**config.mk**
```make
export PLATFORM = sky130hd
export DESIGN_NAME = destination_command_slot_table_unit_flat
export DESIGN_NICKNAME = d
export VERILOG_FILES = /design/src/rtl/core/dcst_pkg.sv /design/src/rtl/core/dcst_stream_if.sv /design/src/rtl/core/dcst_ram.sv /design/src/rtl/core/dcst_seq.sv /design/src/rtl/core/destination_command_slot_table_unit.sv /design/src/flat_wrapper.sv
export VERILOG_INCLUDE_DIRS = /design/src /design/src/rtl/core
export SDC_FILE = /design/constraint.sdc
export NUM_CORES = 1
export LEC_CHECK = 0
export BUFFER_PORTS_ARGS = -buffer_cell sky130_fd_sc_hd__buf_4
export CORE_AREA = 2 2 39 41
export CTS_BUF_LIST = sky130_fd_sc_hd__clkbuf_4 sky130_fd_sc_hd__clkbuf_8
export DETAILED_ROUTE_END_ITERATION = 10
export DIE_AREA = 0 0 41 43
export PLACE_DENSITY = 0.72
export SKIP_CTS_REPAIR_TIMING = 1
export SYNTH_ARGS = -nofsm -noshare
export SYNTH_HDL_FRONTEND = slang
export SYNTH_SLANG_ARGS = --single-unit
```
**constraint.sdc**
```tcl
create_clock -name clk -period 1.45 [get_ports clk]
set_clock_uncertainty 0.1 [all_clocks]
set_input_delay 0.0725 -clock clk [delete_from_list [all_inputs] [get_ports clk]]
set_output_delay 0.0725 -clock clk [all_outputs]
set_load 0.05 [all_outputs]
```
**src/rtl/core/assert_macros.svh**
```systemverilog
// Assertion macros shared by the slot table RTL.
`ifndef ASSERT_MACROS_SVH
`define ASSERT_MACROS_SVH

// Property must hold at every clock edge outside reset.
`define DCST_CHECK(lbl, prop, msg) \
	lbl: assert property (@(posedge clk) disable iff (!arst_n) prop) else $error(msg);

// Condition must never be seen outside reset.
`define DCST_NEVER(lbl, cond, msg) \
	lbl: assert property (@(posedge clk) disable iff (!arst_n) !(cond)) else $error(msg);

`endif

```
**src/rtl/core/dcst_pkg.sv**
```systemverilog
// Types and constants of the destination command slot table.
package dcst_pkg;

	localparam int NUM_SLOTS_DEF = 16;
	localparam int IDX_OUT_W     = 4;
	localparam int IDX_MAX_W     = 8;

	localparam logic [1:0] OP_PUSH  = 2'd0;
	localparam logic [1:0] OP_CLEAN = 2'd1;
	localparam logic [1:0] OP_GET   = 2'd2;

	localparam logic [7:0] EMPTY_ADDR = 8'h00;

	typedef struct packed {
		logic [1:0] opcode;
		logic [7:0] dest_addr;
		logic [7:0] dest_bank;
		logic [7:0] cmd_length;
		logic [7:0] skip_count;
	} cmd_t;

	typedef struct packed {
		logic                 ok;
		logic [IDX_OUT_W-1:0] slot_index;
		logic [7:0]           slot_length;
	} rsp_t;

	typedef struct packed {
		logic [7:0] addr;
		logic [7:0] bank;
		logic [7:0] len;
	} entry_t;

	typedef struct packed {
		logic start;
		logic take;
	} seq_ctl_t;

	typedef struct packed {
		logic idle;
		logic done;
	} seq_stat_t;

endpackage

```
**src/rtl/core/dcst_stream_if.sv**
```systemverilog
// Valid/ready stream channel carrying one payload item per transfer.
interface dcst_stream_if #(
	parameter type T = logic
) ();
	logic valid;
	logic ready;
	T     data;

	modport source(output valid, output data, input ready);
	modport sink(input valid, input data, output ready);
endinterface

```
**src/rtl/core/dcst_ram.sv**
```systemverilog
// Generic single-write, single-read RAM with registered read data.
module dcst_ram #(
	parameter int WIDTH = 8,
	parameter int DEPTH = 16,
	localparam int AW = $clog2(DEPTH)
) (
	input  logic             clk,
	input  logic             we,
	input  logic [AW-1:0]    waddr,
	input  logic [WIDTH-1:0] wdata,
	input  logic             re,
	input  logic [AW-1:0]    raddr,
	output logic [WIDTH-1:0] rdata
);

	logic [WIDTH-1:0] mem [DEPTH];

	always_ff @(posedge clk) begin
		if (we) begin
			mem[waddr] <= wdata;
		end
		if (re) begin
			rdata <= mem[raddr];
		end
	end

endmodule

```
**src/rtl/core/dcst_seq.sv**
```systemverilog
// Scan sequencer: walks the slot RAM once per command and evaluates each slot.
`include "assert_macros.svh"

module dcst_seq import dcst_pkg::*; #(
	parameter int NUM_SLOTS = NUM_SLOTS_DEF,
	localparam int IW = $clog2(NUM_SLOTS)
) (
	input  logic            clk,
	input  logic            arst_n,
	input  seq_ctl_t        ctl,
	input  cmd_t            cmd,
	output seq_stat_t       stat,
	output rsp_t            res,
	output logic            ram_re,
	output logic [IW-1:0]   ram_raddr,
	input  entry_t          ram_rdata,
	output logic            ram_we,
	output logic [IW-1:0]   ram_waddr,
	output entry_t          ram_wdata
);

	typedef enum logic [2:0] {
		S_IDLE = 3'b001,
		S_SCAN = 3'b010,
		S_DONE = 3'b100
	} state_t;

	localparam logic [IW-1:0] LAST_IDX = IW'(NUM_SLOTS - 1);

	state_t               state_q;
	cmd_t                 cmd_q;
	logic [NUM_SLOTS-1:0] valid_q;
	logic                 issue_q;
	logic [IW-1:0]        rd_idx_q;
	logic                 vld_s1;
	logic [IW-1:0]        idx_s1;
	logic                 have_q, found_q;
	logic [IW-1:0]        pick_q, hit_idx_q;
	logic [7:0]           hit_len_q, skip_q;
	rsp_t                 res_q;

	logic                 have_n, found_n, clear_n, hit, last_s1;
	logic [IW-1:0]        pick_n, hit_idx_n;
	logic [7:0]           hit_len_n, skip_n, eff_addr;
	logic [IDX_MAX_W-1:0] idx_wide;
	rsp_t                 res_n;

	assign last_s1 = vld_s1 && (idx_s1 == LAST_IDX);

	// Evaluate the slot whose data returned from the RAM this cycle.
	always_comb begin
		eff_addr  = valid_q[idx_s1] ? ram_rdata.addr : EMPTY_ADDR;
		hit       = (eff_addr == cmd_q.dest_addr) && (ram_rdata.bank == cmd_q.dest_bank);
		have_n    = have_q;
		pick_n    = pick_q;
		found_n   = found_q;
		hit_idx_n = hit_idx_q;
		hit_len_n = hit_len_q;
		skip_n    = skip_q;
		clear_n   = 1'b0;
		if (vld_s1) begin
			unique case (cmd_q.opcode)
				OP_PUSH: begin
					// a later slot of the same destination voids an earlier free pick
					if (hit) begin
						have_n = 1'b0;
					end else if (!have_q && eff_addr == EMPTY_ADDR) begin
						have_n = 1'b1;
						pick_n = idx_s1;
					end
				end
				OP_CLEAN: begin
					clear_n = (eff_addr != cmd_q.dest_addr);
				end
				OP_GET: begin
					if (hit && !found_q) begin
						if (skip_q == 8'd0) begin
							found_n   = 1'b1;
							hit_idx_n = idx_s1;
							hit_len_n = ram_rdata.len;
						end else begin
							skip_n = skip_q - 8'd1;
						end
					end
				end
				default: begin
				end
			endcase
		end
	end

	always_comb begin
		res_n    = '0;
		idx_wide = '0;
		unique case (cmd_q.opcode)
			OP_PUSH: begin
				idx_wide   = IDX_MAX_W'(pick_n);
				res_n.ok   = have_n;
			end
			OP_CLEAN: begin
				res_n.ok = 1'b1;
			end
			OP_GET: begin
				idx_wide          = IDX_MAX_W'(hit_idx_n);
				res_n.ok          = found_n;
				res_n.slot_length = found_n ? hit_len_n : 8'd0;
			end
			default: begin
			end
		endcase
		res_n.slot_index = res_n.ok ? idx_wide[IDX_OUT_W-1:0] : '0;
	end

	assign ram_re    = (state_q == S_SCAN) && issue_q;
	assign ram_raddr = rd_idx_q;
	assign ram_we    = last_s1 && (cmd_q.opcode == OP_PUSH) && have_n;
	assign ram_waddr = pick_n;
	assign ram_wdata = '{addr: cmd_q.dest_addr, bank: cmd_q.dest_bank, len: cmd_q.cmd_length};

	assign stat.idle = (state_q == S_IDLE);
	assign stat.done = (state_q == S_DONE);
	assign res       = res_q;

	always_ff @(posedge clk or negedge arst_n) begin
		if (!arst_n) begin
			state_q   <= S_IDLE;
			valid_q   <= '0;
			issue_q   <= 1'b0;
			rd_idx_q  <= '0;
			vld_s1    <= 1'b0;
			idx_s1    <= '0;
			have_q    <= 1'b0;
			found_q   <= 1'b0;
			pick_q    <= '0;
			hit_idx_q <= '0;
			skip_q    <= '0;
		end else begin
			vld_s1 <= ram_re;
			idx_s1 <= rd_idx_q;
			if (clear_n) begin
				valid_q[idx_s1] <= 1'b0;
			end
			if (ram_we) begin
				valid_q[pick_n] <= 1'b1;
			end
			unique case (state_q)
				S_IDLE: begin
					if (ctl.start) begin
						state_q   <= S_SCAN;
						issue_q   <= 1'b1;
						rd_idx_q  <= '0;
						have_q    <= 1'b0;
						found_q   <= 1'b0;
						pick_q    <= '0;
						hit_idx_q <= '0;
						skip_q    <= cmd.skip_count;
					end
				end
				S_SCAN: begin
					if (issue_q) begin
						if (rd_idx_q == LAST_IDX) begin
							issue_q <= 1'b0;
						end else begin
							rd_idx_q <= rd_idx_q + 1'b1;
						end
					end
					have_q    <= have_n;
					pick_q    <= pick_n;
					found_q   <= found_n;
					hit_idx_q <= hit_idx_n;
					skip_q    <= skip_n;
					if (last_s1) begin
						state_q <= S_DONE;
					end
				end
				S_DONE: begin
					if (ctl.take) begin
						state_q <= S_IDLE;
					end
				end
				default: begin
					state_q <= S_IDLE;
				end
			endcase
		end
	end

	// Payload registers: no reset.
	always_ff @(posedge clk) begin
		if (state_q == S_IDLE && ctl.start) begin
			cmd_q <= cmd;
		end
		if (state_q == S_SCAN) begin
			hit_len_q <= hit_len_n;
		end
		if (last_s1) begin
			res_q <= res_n;
		end
	end

	`DCST_CHECK(a_we_at_scan_end, ram_we |-> (state_q == S_SCAN && last_s1), "slot write outside scan end")
	`DCST_NEVER(a_s1_in_scan, vld_s1 && state_q != S_SCAN, "slot data returned outside scan")
	`DCST_CHECK(a_done_hold, (state_q == S_DONE && !ctl.take) |=> (state_q == S_DONE && $stable(res_q)), "result lost before transfer")
	`DCST_CHECK(a_push_marks_valid, ram_we |=> valid_q[$past(ram_waddr)], "pushed slot not marked valid")

endmodule

```
**src/rtl/core/destination_command_slot_table_unit.sv**
```systemverilog
// A new command is taken only when the sequencer is idle after the last scan,
// which reads one slot per cycle through the single read port of the slot RAM.
// A finished response waits in an output register, so the next command is taken
// while it stalls. Reset marks every slot empty at once through per-slot valid bits;
// bank and length stay undefined until a push writes them.
`include "assert_macros.svh"

module destination_command_slot_table_unit import dcst_pkg::*; #(
	parameter int NUM_SLOTS = NUM_SLOTS_DEF
) (
	input  logic         clk,
	input  logic         arst_n,
	dcst_stream_if.sink  cmd,
	dcst_stream_if.source rsp
);

	localparam int IW = $clog2(NUM_SLOTS);

	seq_ctl_t      ctl;
	seq_stat_t     stat;
	rsp_t          res;
	logic          ram_re, ram_we;
	logic [IW-1:0] ram_raddr, ram_waddr;
	entry_t        ram_wdata, ram_rdata;
	logic          rsp_valid_q;
	rsp_t          rsp_data_q;

	assign cmd.ready = stat.idle;
	assign ctl.start = cmd.valid && stat.idle;
	// move a finished result into the output register once it is free
	assign ctl.take  = stat.done && (!rsp_valid_q || rsp.ready);

	assign rsp.valid = rsp_valid_q;
	assign rsp.data  = rsp_data_q;

	always_ff @(posedge clk or negedge arst_n) begin
		if (!arst_n) begin
			rsp_valid_q <= 1'b0;
		end else if (ctl.take) begin
			rsp_valid_q <= 1'b1;
		end else if (rsp.ready) begin
			rsp_valid_q <= 1'b0;
		end
	end

	always_ff @(posedge clk) begin
		if (ctl.take) begin
			rsp_data_q <= res;
		end
	end

	dcst_seq #(
		.NUM_SLOTS(NUM_SLOTS)
	) u_seq (
		.clk      (clk),
		.arst_n   (arst_n),
		.ctl      (ctl),
		.cmd      (cmd.data),
		.stat     (stat),
		.res      (res),
		.ram_re   (ram_re),
		.ram_raddr(ram_raddr),
		.ram_rdata(ram_rdata),
		.ram_we   (ram_we),
		.ram_waddr(ram_waddr),
		.ram_wdata(ram_wdata)
	);

	dcst_ram #(
		.WIDTH($bits(entry_t)),
		.DEPTH(NUM_SLOTS)
	) u_slot_ram (
		.clk  (clk),
		.we   (ram_we),
		.waddr(ram_waddr),
		.wdata(ram_wdata),
		.re   (ram_re),
		.raddr(ram_raddr),
		.rdata(ram_rdata)
	);

	`DCST_CHECK(a_busy_after_cmd, (cmd.valid && cmd.ready) |=> !cmd.ready, "second command taken during a scan")
	`DCST_NEVER(a_take_when_full, ctl.take && rsp_valid_q && !rsp.ready, "response register overwritten")

endmodule
```
**src/flat_wrapper.sv**
```systemverilog
// flat-port wrapper written by rule: the top's interface ports become plain ports
module destination_command_slot_table_unit_flat import dcst_pkg::*;
#(
	parameter int NUM_SLOTS = NUM_SLOTS_DEF
)
  (clk, arst_n, cmd_valid, cmd_data, cmd_ready, rsp_valid, rsp_data, rsp_ready);
  dcst_stream_if cmd_i ();
  dcst_stream_if rsp_i ();
  input  logic clk;
  input  logic arst_n;
  input wire logic [$bits(cmd_i.valid)-1:0] cmd_valid;
  input wire logic [$bits(cmd_i.data)-1:0] cmd_data;
  output wire logic [$bits(cmd_i.ready)-1:0] cmd_ready;
  output wire logic [$bits(rsp_i.valid)-1:0] rsp_valid;
  output wire logic [$bits(rsp_i.data)-1:0] rsp_data;
  input wire logic [$bits(rsp_i.ready)-1:0] rsp_ready;
  assign cmd_i.valid = cmd_valid;
  assign cmd_i.data = cmd_data;
  assign cmd_ready = cmd_i.ready;
  assign rsp_valid = rsp_i.valid;
  assign rsp_data = rsp_i.data;
  assign rsp_i.ready = rsp_ready;
  destination_command_slot_table_unit #(.NUM_SLOTS(NUM_SLOTS)) u_core (.clk(clk), .arst_n(arst_n), .cmd(cmd_i), .rsp(rsp_i));
endmodule
```
Word level (Yosys, flattened, before mapping):

Index checks and enable logic that the tools add are counted.

* ROM bits: 0
* bits of input ports: 5
* memories kept: 0
* bits in writable memories: 0
* output and inout port bits: 3
* register bits after elaboration: 14
* latch bits: 0

* equal/unequal tests: 10
* reductions and logical operators: 11
* magnitude comparators: 0
* $add $sub $neg: 1
* shifts and indexed selects: 0
* divide/modulo/power cells: 0
* bitwise operators: 0
* multipliers: 0
* mux-type cells: 14

Operators with widths (number)
* 4-bit 2-to-1 mux: 3
* 3-bit 2-to-1 mux: 3
* 3-bit one-hot mux with 3 select lines: 1
* 4-bit equality test (second input constant): 2
* 4-bit one-hot mux with 2 select lines: 1
* 2-bit != test (second input constant): 3
* 1-bit 2-to-1 mux: 5
* 4-bit by 1-bit adder with 4-bit output (second input constant): 1
* 1-bit logical AND: 4
* 2-bit by 1-bit != test with 1-bit output (second input constant): 2
* 4-bit AND reduction: 1
* 2-bit nonzero test: 2
* 3-bit by 1-bit equality test with 1-bit output (second input constant): 1
* 3-bit by 2-bit equality test with 1-bit output (second input constant): 1
* 3-bit equality test (second input constant): 1
* 3-bit AND reduction: 1
* 1-bit one-hot mux with 2 select lines: 1
* 2-bit AND reduction: 1
* 1-bit logical NOT: 1
* 1-bit logical OR: 1

Logic depth before layout (Yosys ltp):

* depth in word-level cells: 5
* gate-level depth with buffers: 4
* gate-level depth less buffers: 4

Hierarchy:

Synthesis repeated with hierarchy kept, for this count alone.

* cells, all modules: 1064
* area, all modules: 20088.0 um^2

By module, submodules not included
* dcst_ram: area each 15170.8 um^2, cells an instance 636, times used 1
* dcst_seq: area each 4833.4 um^2, cells an instance 421, times used 1
* destination_command_slot_table_unit: area each 83.8 um^2, cells an instance 7, times used 1

Worst setup path before layout:

OpenSTA, ideal clock, no wires.

* kind: register -> output
* start point: register u_core.u_seq.state_q[0]
* end point: output port cmd_ready
* setup slack: -0.569 ns
* arrival time: 1.846 ns
* cell stages (with the launch flop): 3
* required time: 1.278 ns
* path through: dfstp_2 -> buf_2 -> nor3b_1

* longest elaborated chain between the ends: 1

Ends and longest elaborated chain
* start: declaration: RTL line dcst_seq.sv:30 `state_t state_q;`
* start signal: assignment: RTL line dcst_seq.sv:126 `state_q <= S_IDLE;`
* start signal: assignment: RTL line dcst_seq.sv:149 `state_q <= S_SCAN;`
* start signal: assignment: RTL line dcst_seq.sv:173 `state_q <= S_DONE;`
* 3-bit by 1-bit equality test with 1-bit output: RTL line dcst_seq.sv:120 `assign stat.idle = (state_q == S_IDLE);`
* end: declaration: RTL line flat_wrapper.sv:13 `output wire logic [$bits(cmd_i.ready)-1:0] cmd_ready;`

No other way between the ends.

Worst setup path after layout:

Ends and elaborated chain as after synthesis.

==> impl_metrics.tcl <==
set metrics [dict create \
    wl_per_cell_um 14.1 \
    gp_congestion 0.774 \
    worstPathArrival_ns 1.23 \
    insertedDiodeCount 0 \
    cts_tree "done" \
    crit_family "flip-flops" \
    fill_cells 124 \
    cts_buffers 3 \
    ys_ff_latch 14 \
    finalMaxSlewViolations 0 \
    row_count 14 \
    start_kind "flop" \
    synth-seq-area-share_pct 53.2 \
    cap_violations 0 \
    hold_violations 0 \
    ir_drop_mv 0.716 \
    cp_max_fo 4 \
    dpl.hpwl_um 871 \
    start_util_pct 47.7 \
    crit_chain "nor3b_4 -> buf_6" \
    place_ws_ns 0.0803 \
    status "finished, final reports clean" \
    power.density_nw_per_um2 1600 \
    hold_class "in2reg" \
    postSynthNetCount 66 \
    cpPeakStageDelay_ns 0.58 \
    synthCells 60 \
    path_buf_inv 1 \
    ant_nets 0 \
    grt_pass1_wl_um 2040 \
    wl_um 1300 \
    htreeDepth 1 \
    vias 524 \
    clock_sinks 14 \
    regArea_um2 353 \
    critical_path_class "reg2out" \
    antenna_found_initial 0 \
    clkTransAtPathRegs_ns 0.08 \
    multi_input_comb_area_um2 288 \
    clk_latency_ns 0.27 \
    grt_max_degree 15 \
    nNetsFinal 83 \
    yosys_warnings 0 \
    ys_types 30 \
    fp.dieH_um 43 \
    drc 0 \
    place_inst 83 \
    root_buffer "clkbuf_4" \
    final_cells 92 \
    cp-end-kind "primary output" \
    period_share_pct 96.8 \
    finalPower_mw 1.33 \
    final.min_clock_period_ns 1.40 \
    io_buffers 5 \
    p_leak_nw 0.388 \
    first_pass_iters 3 \
    ios 8 \
    die_w_um 41 \
    grt_usage_pct 17.7 \
    finalSetupViolCount 0 \
    most-common-layout-cells "buf_4 (12), dfrtp_1 (12), a21oi_1 (5)" \
    cp_slowest_cell "dfstp_2" \
    setup_ws_ns 0.0459 \
    core_um2 1380 \
    gr-total-overflow 0 \
    worst_ep_required_time_ns 1.28 \
    cts_max_path_buffers 2 \
    synth_area_um2 661 \
    drt_iter0_drc 6 \
    drive_gt1_share_pct 32.9 \
    die_area_um2 1760 \
    grt_pass1_vias 460 \
    fmax_mhz 712 \
    avgSynthCellArea_um2 11.0 \
    area_growth_pct 25.4 \
    avgViaCountPerCell 5.70 \
]
==> layout make-up <==
cell class	count	share of cell area [%]
sequential	14	42.6
multi-input combinational	39	34.7
timing repair buffer	15	14.8
clock buffer	4	3.63
tap	16	2.42
inverter	4	1.81
==> Yosys cell counts <==
cell type  count  area (µm²)
a21bo_1        1        10.0
a21o_1         1        7.51
a21oi_1        5        25.0
a21oi_2        1        8.76
a31oi_1        3        18.8
and2_2         1        7.51
and3_1         1        6.26
and3b_2        1        10.0
and4_1         2        17.5
buf_2          2        10.0
buf_4          1        7.51
conb_1         1        3.75
dfrtp_1       13         325
dfstp_2        1        26.3
ha_1           1        12.5
inv_1          4        15.0
nand2_1        1        3.75
nand2b_1       1        6.26
nand3_1        1        5.00
nand3b_1       2        15.0
nand4_1        3        18.8
nand4b_1       1        8.76
nor2_1         1        3.75
nor2b_1        2        12.5
nor3_1         1        5.00
nor3b_1        1        7.51
nor3b_4        1        18.8
o211ai_1       4        30.0
o21a_1         1        7.51
o22ai_1        1        6.26
==> state kept, by name, indices dropped and copies added, names as in the netlist <==
name                    flops
u_core.rsp.valid            1
u_core.u_seq.state_q        3
u_core.u_seq.idx_s1         4
u_core.u_seq.ram_raddr      4
u_core.u_seq.issue_q        1
u_core.u_seq.vld_s1         1
==> cell families (layout without fill, tap and decap cells) <==
family	Yosys count	in the layout	share of synthesized area (%)
AO/OA/AOI/OAI	17	17	17.2
adder cells (fa/ha/maj)	1	1	1.89
buffers and inverters	7	23	4.92
flip-flops	14	14	53.2
other	1	1	0.568
AND/OR/NAND/NOR	20	20	22.2
==> metrics by stage <==
stage               util, %  hold WS [ns]  cell area, µm²  setup TNS (ns)
floorplan                 -        -0.323             672               0
global placement       54.2        -0.173             749               0
detailed placement     54.2        -0.169             749               0
CTS                    56.3        -0.475             779         -0.0515
global route           59.9        0.0130             828        -0.00358
finish                 59.9       0.00588             828               0
==> where the power goes <==
part | switching [mW] | internal (mW) | total, mW
registers | 0.0638 | 0.478 | 0.542
logic | 0.259 | 0.282 | 0.541
clock network | 0.118 | 0.125 | 0.244
==> routing by layer <==
metal / global-route usage (%) / vias up / part of all wire [%]
li1: - / 251 / -
met2: 24.1 / 8 / 48
met3: 4.71 / 4 / 2.9
met1: 24.7 / 261 / 47
met4: 10.0 / 0 / 1.7
met5: 0 / - / 0
==> path summary, 6_finish.rpt <==
path | endpoint | slack, ns | start | depth (start not counted)
worst max-delay path | cmd_ready | 0.05 | u_core.u_seq.state_q[0] | 2
worst min-delay path | u_core.u_seq.state_q[2] | 0.006 | rsp_ready | 4
worst max register to register | u_core.u_seq.ram_raddr[1] | 0.06 | u_core.u_seq.state_q[0] | 5
worst min register to register | u_core.u_seq.idx_s1[0] | 0.36 | u_core.u_seq.ram_raddr[0] | 0
max in group asynchronous | u_core.u_seq.state_q[0] | 0.95 | arst_n | 2
min in group asynchronous | u_core.u_seq.issue_q | 0.06 | arst_n | 2
==> worst reg2reg max path, delay by kind of cell, from the launching register on <==
family	cells	cell delay (ns)
AO/OA/AOI/OAI	2	0.22
flip-flops	1	0.58
AND/OR/NAND/NOR	1	0.08
buffers and inverters	2	0.30
No activity file was read; power rests on OpenSTA's default activity.
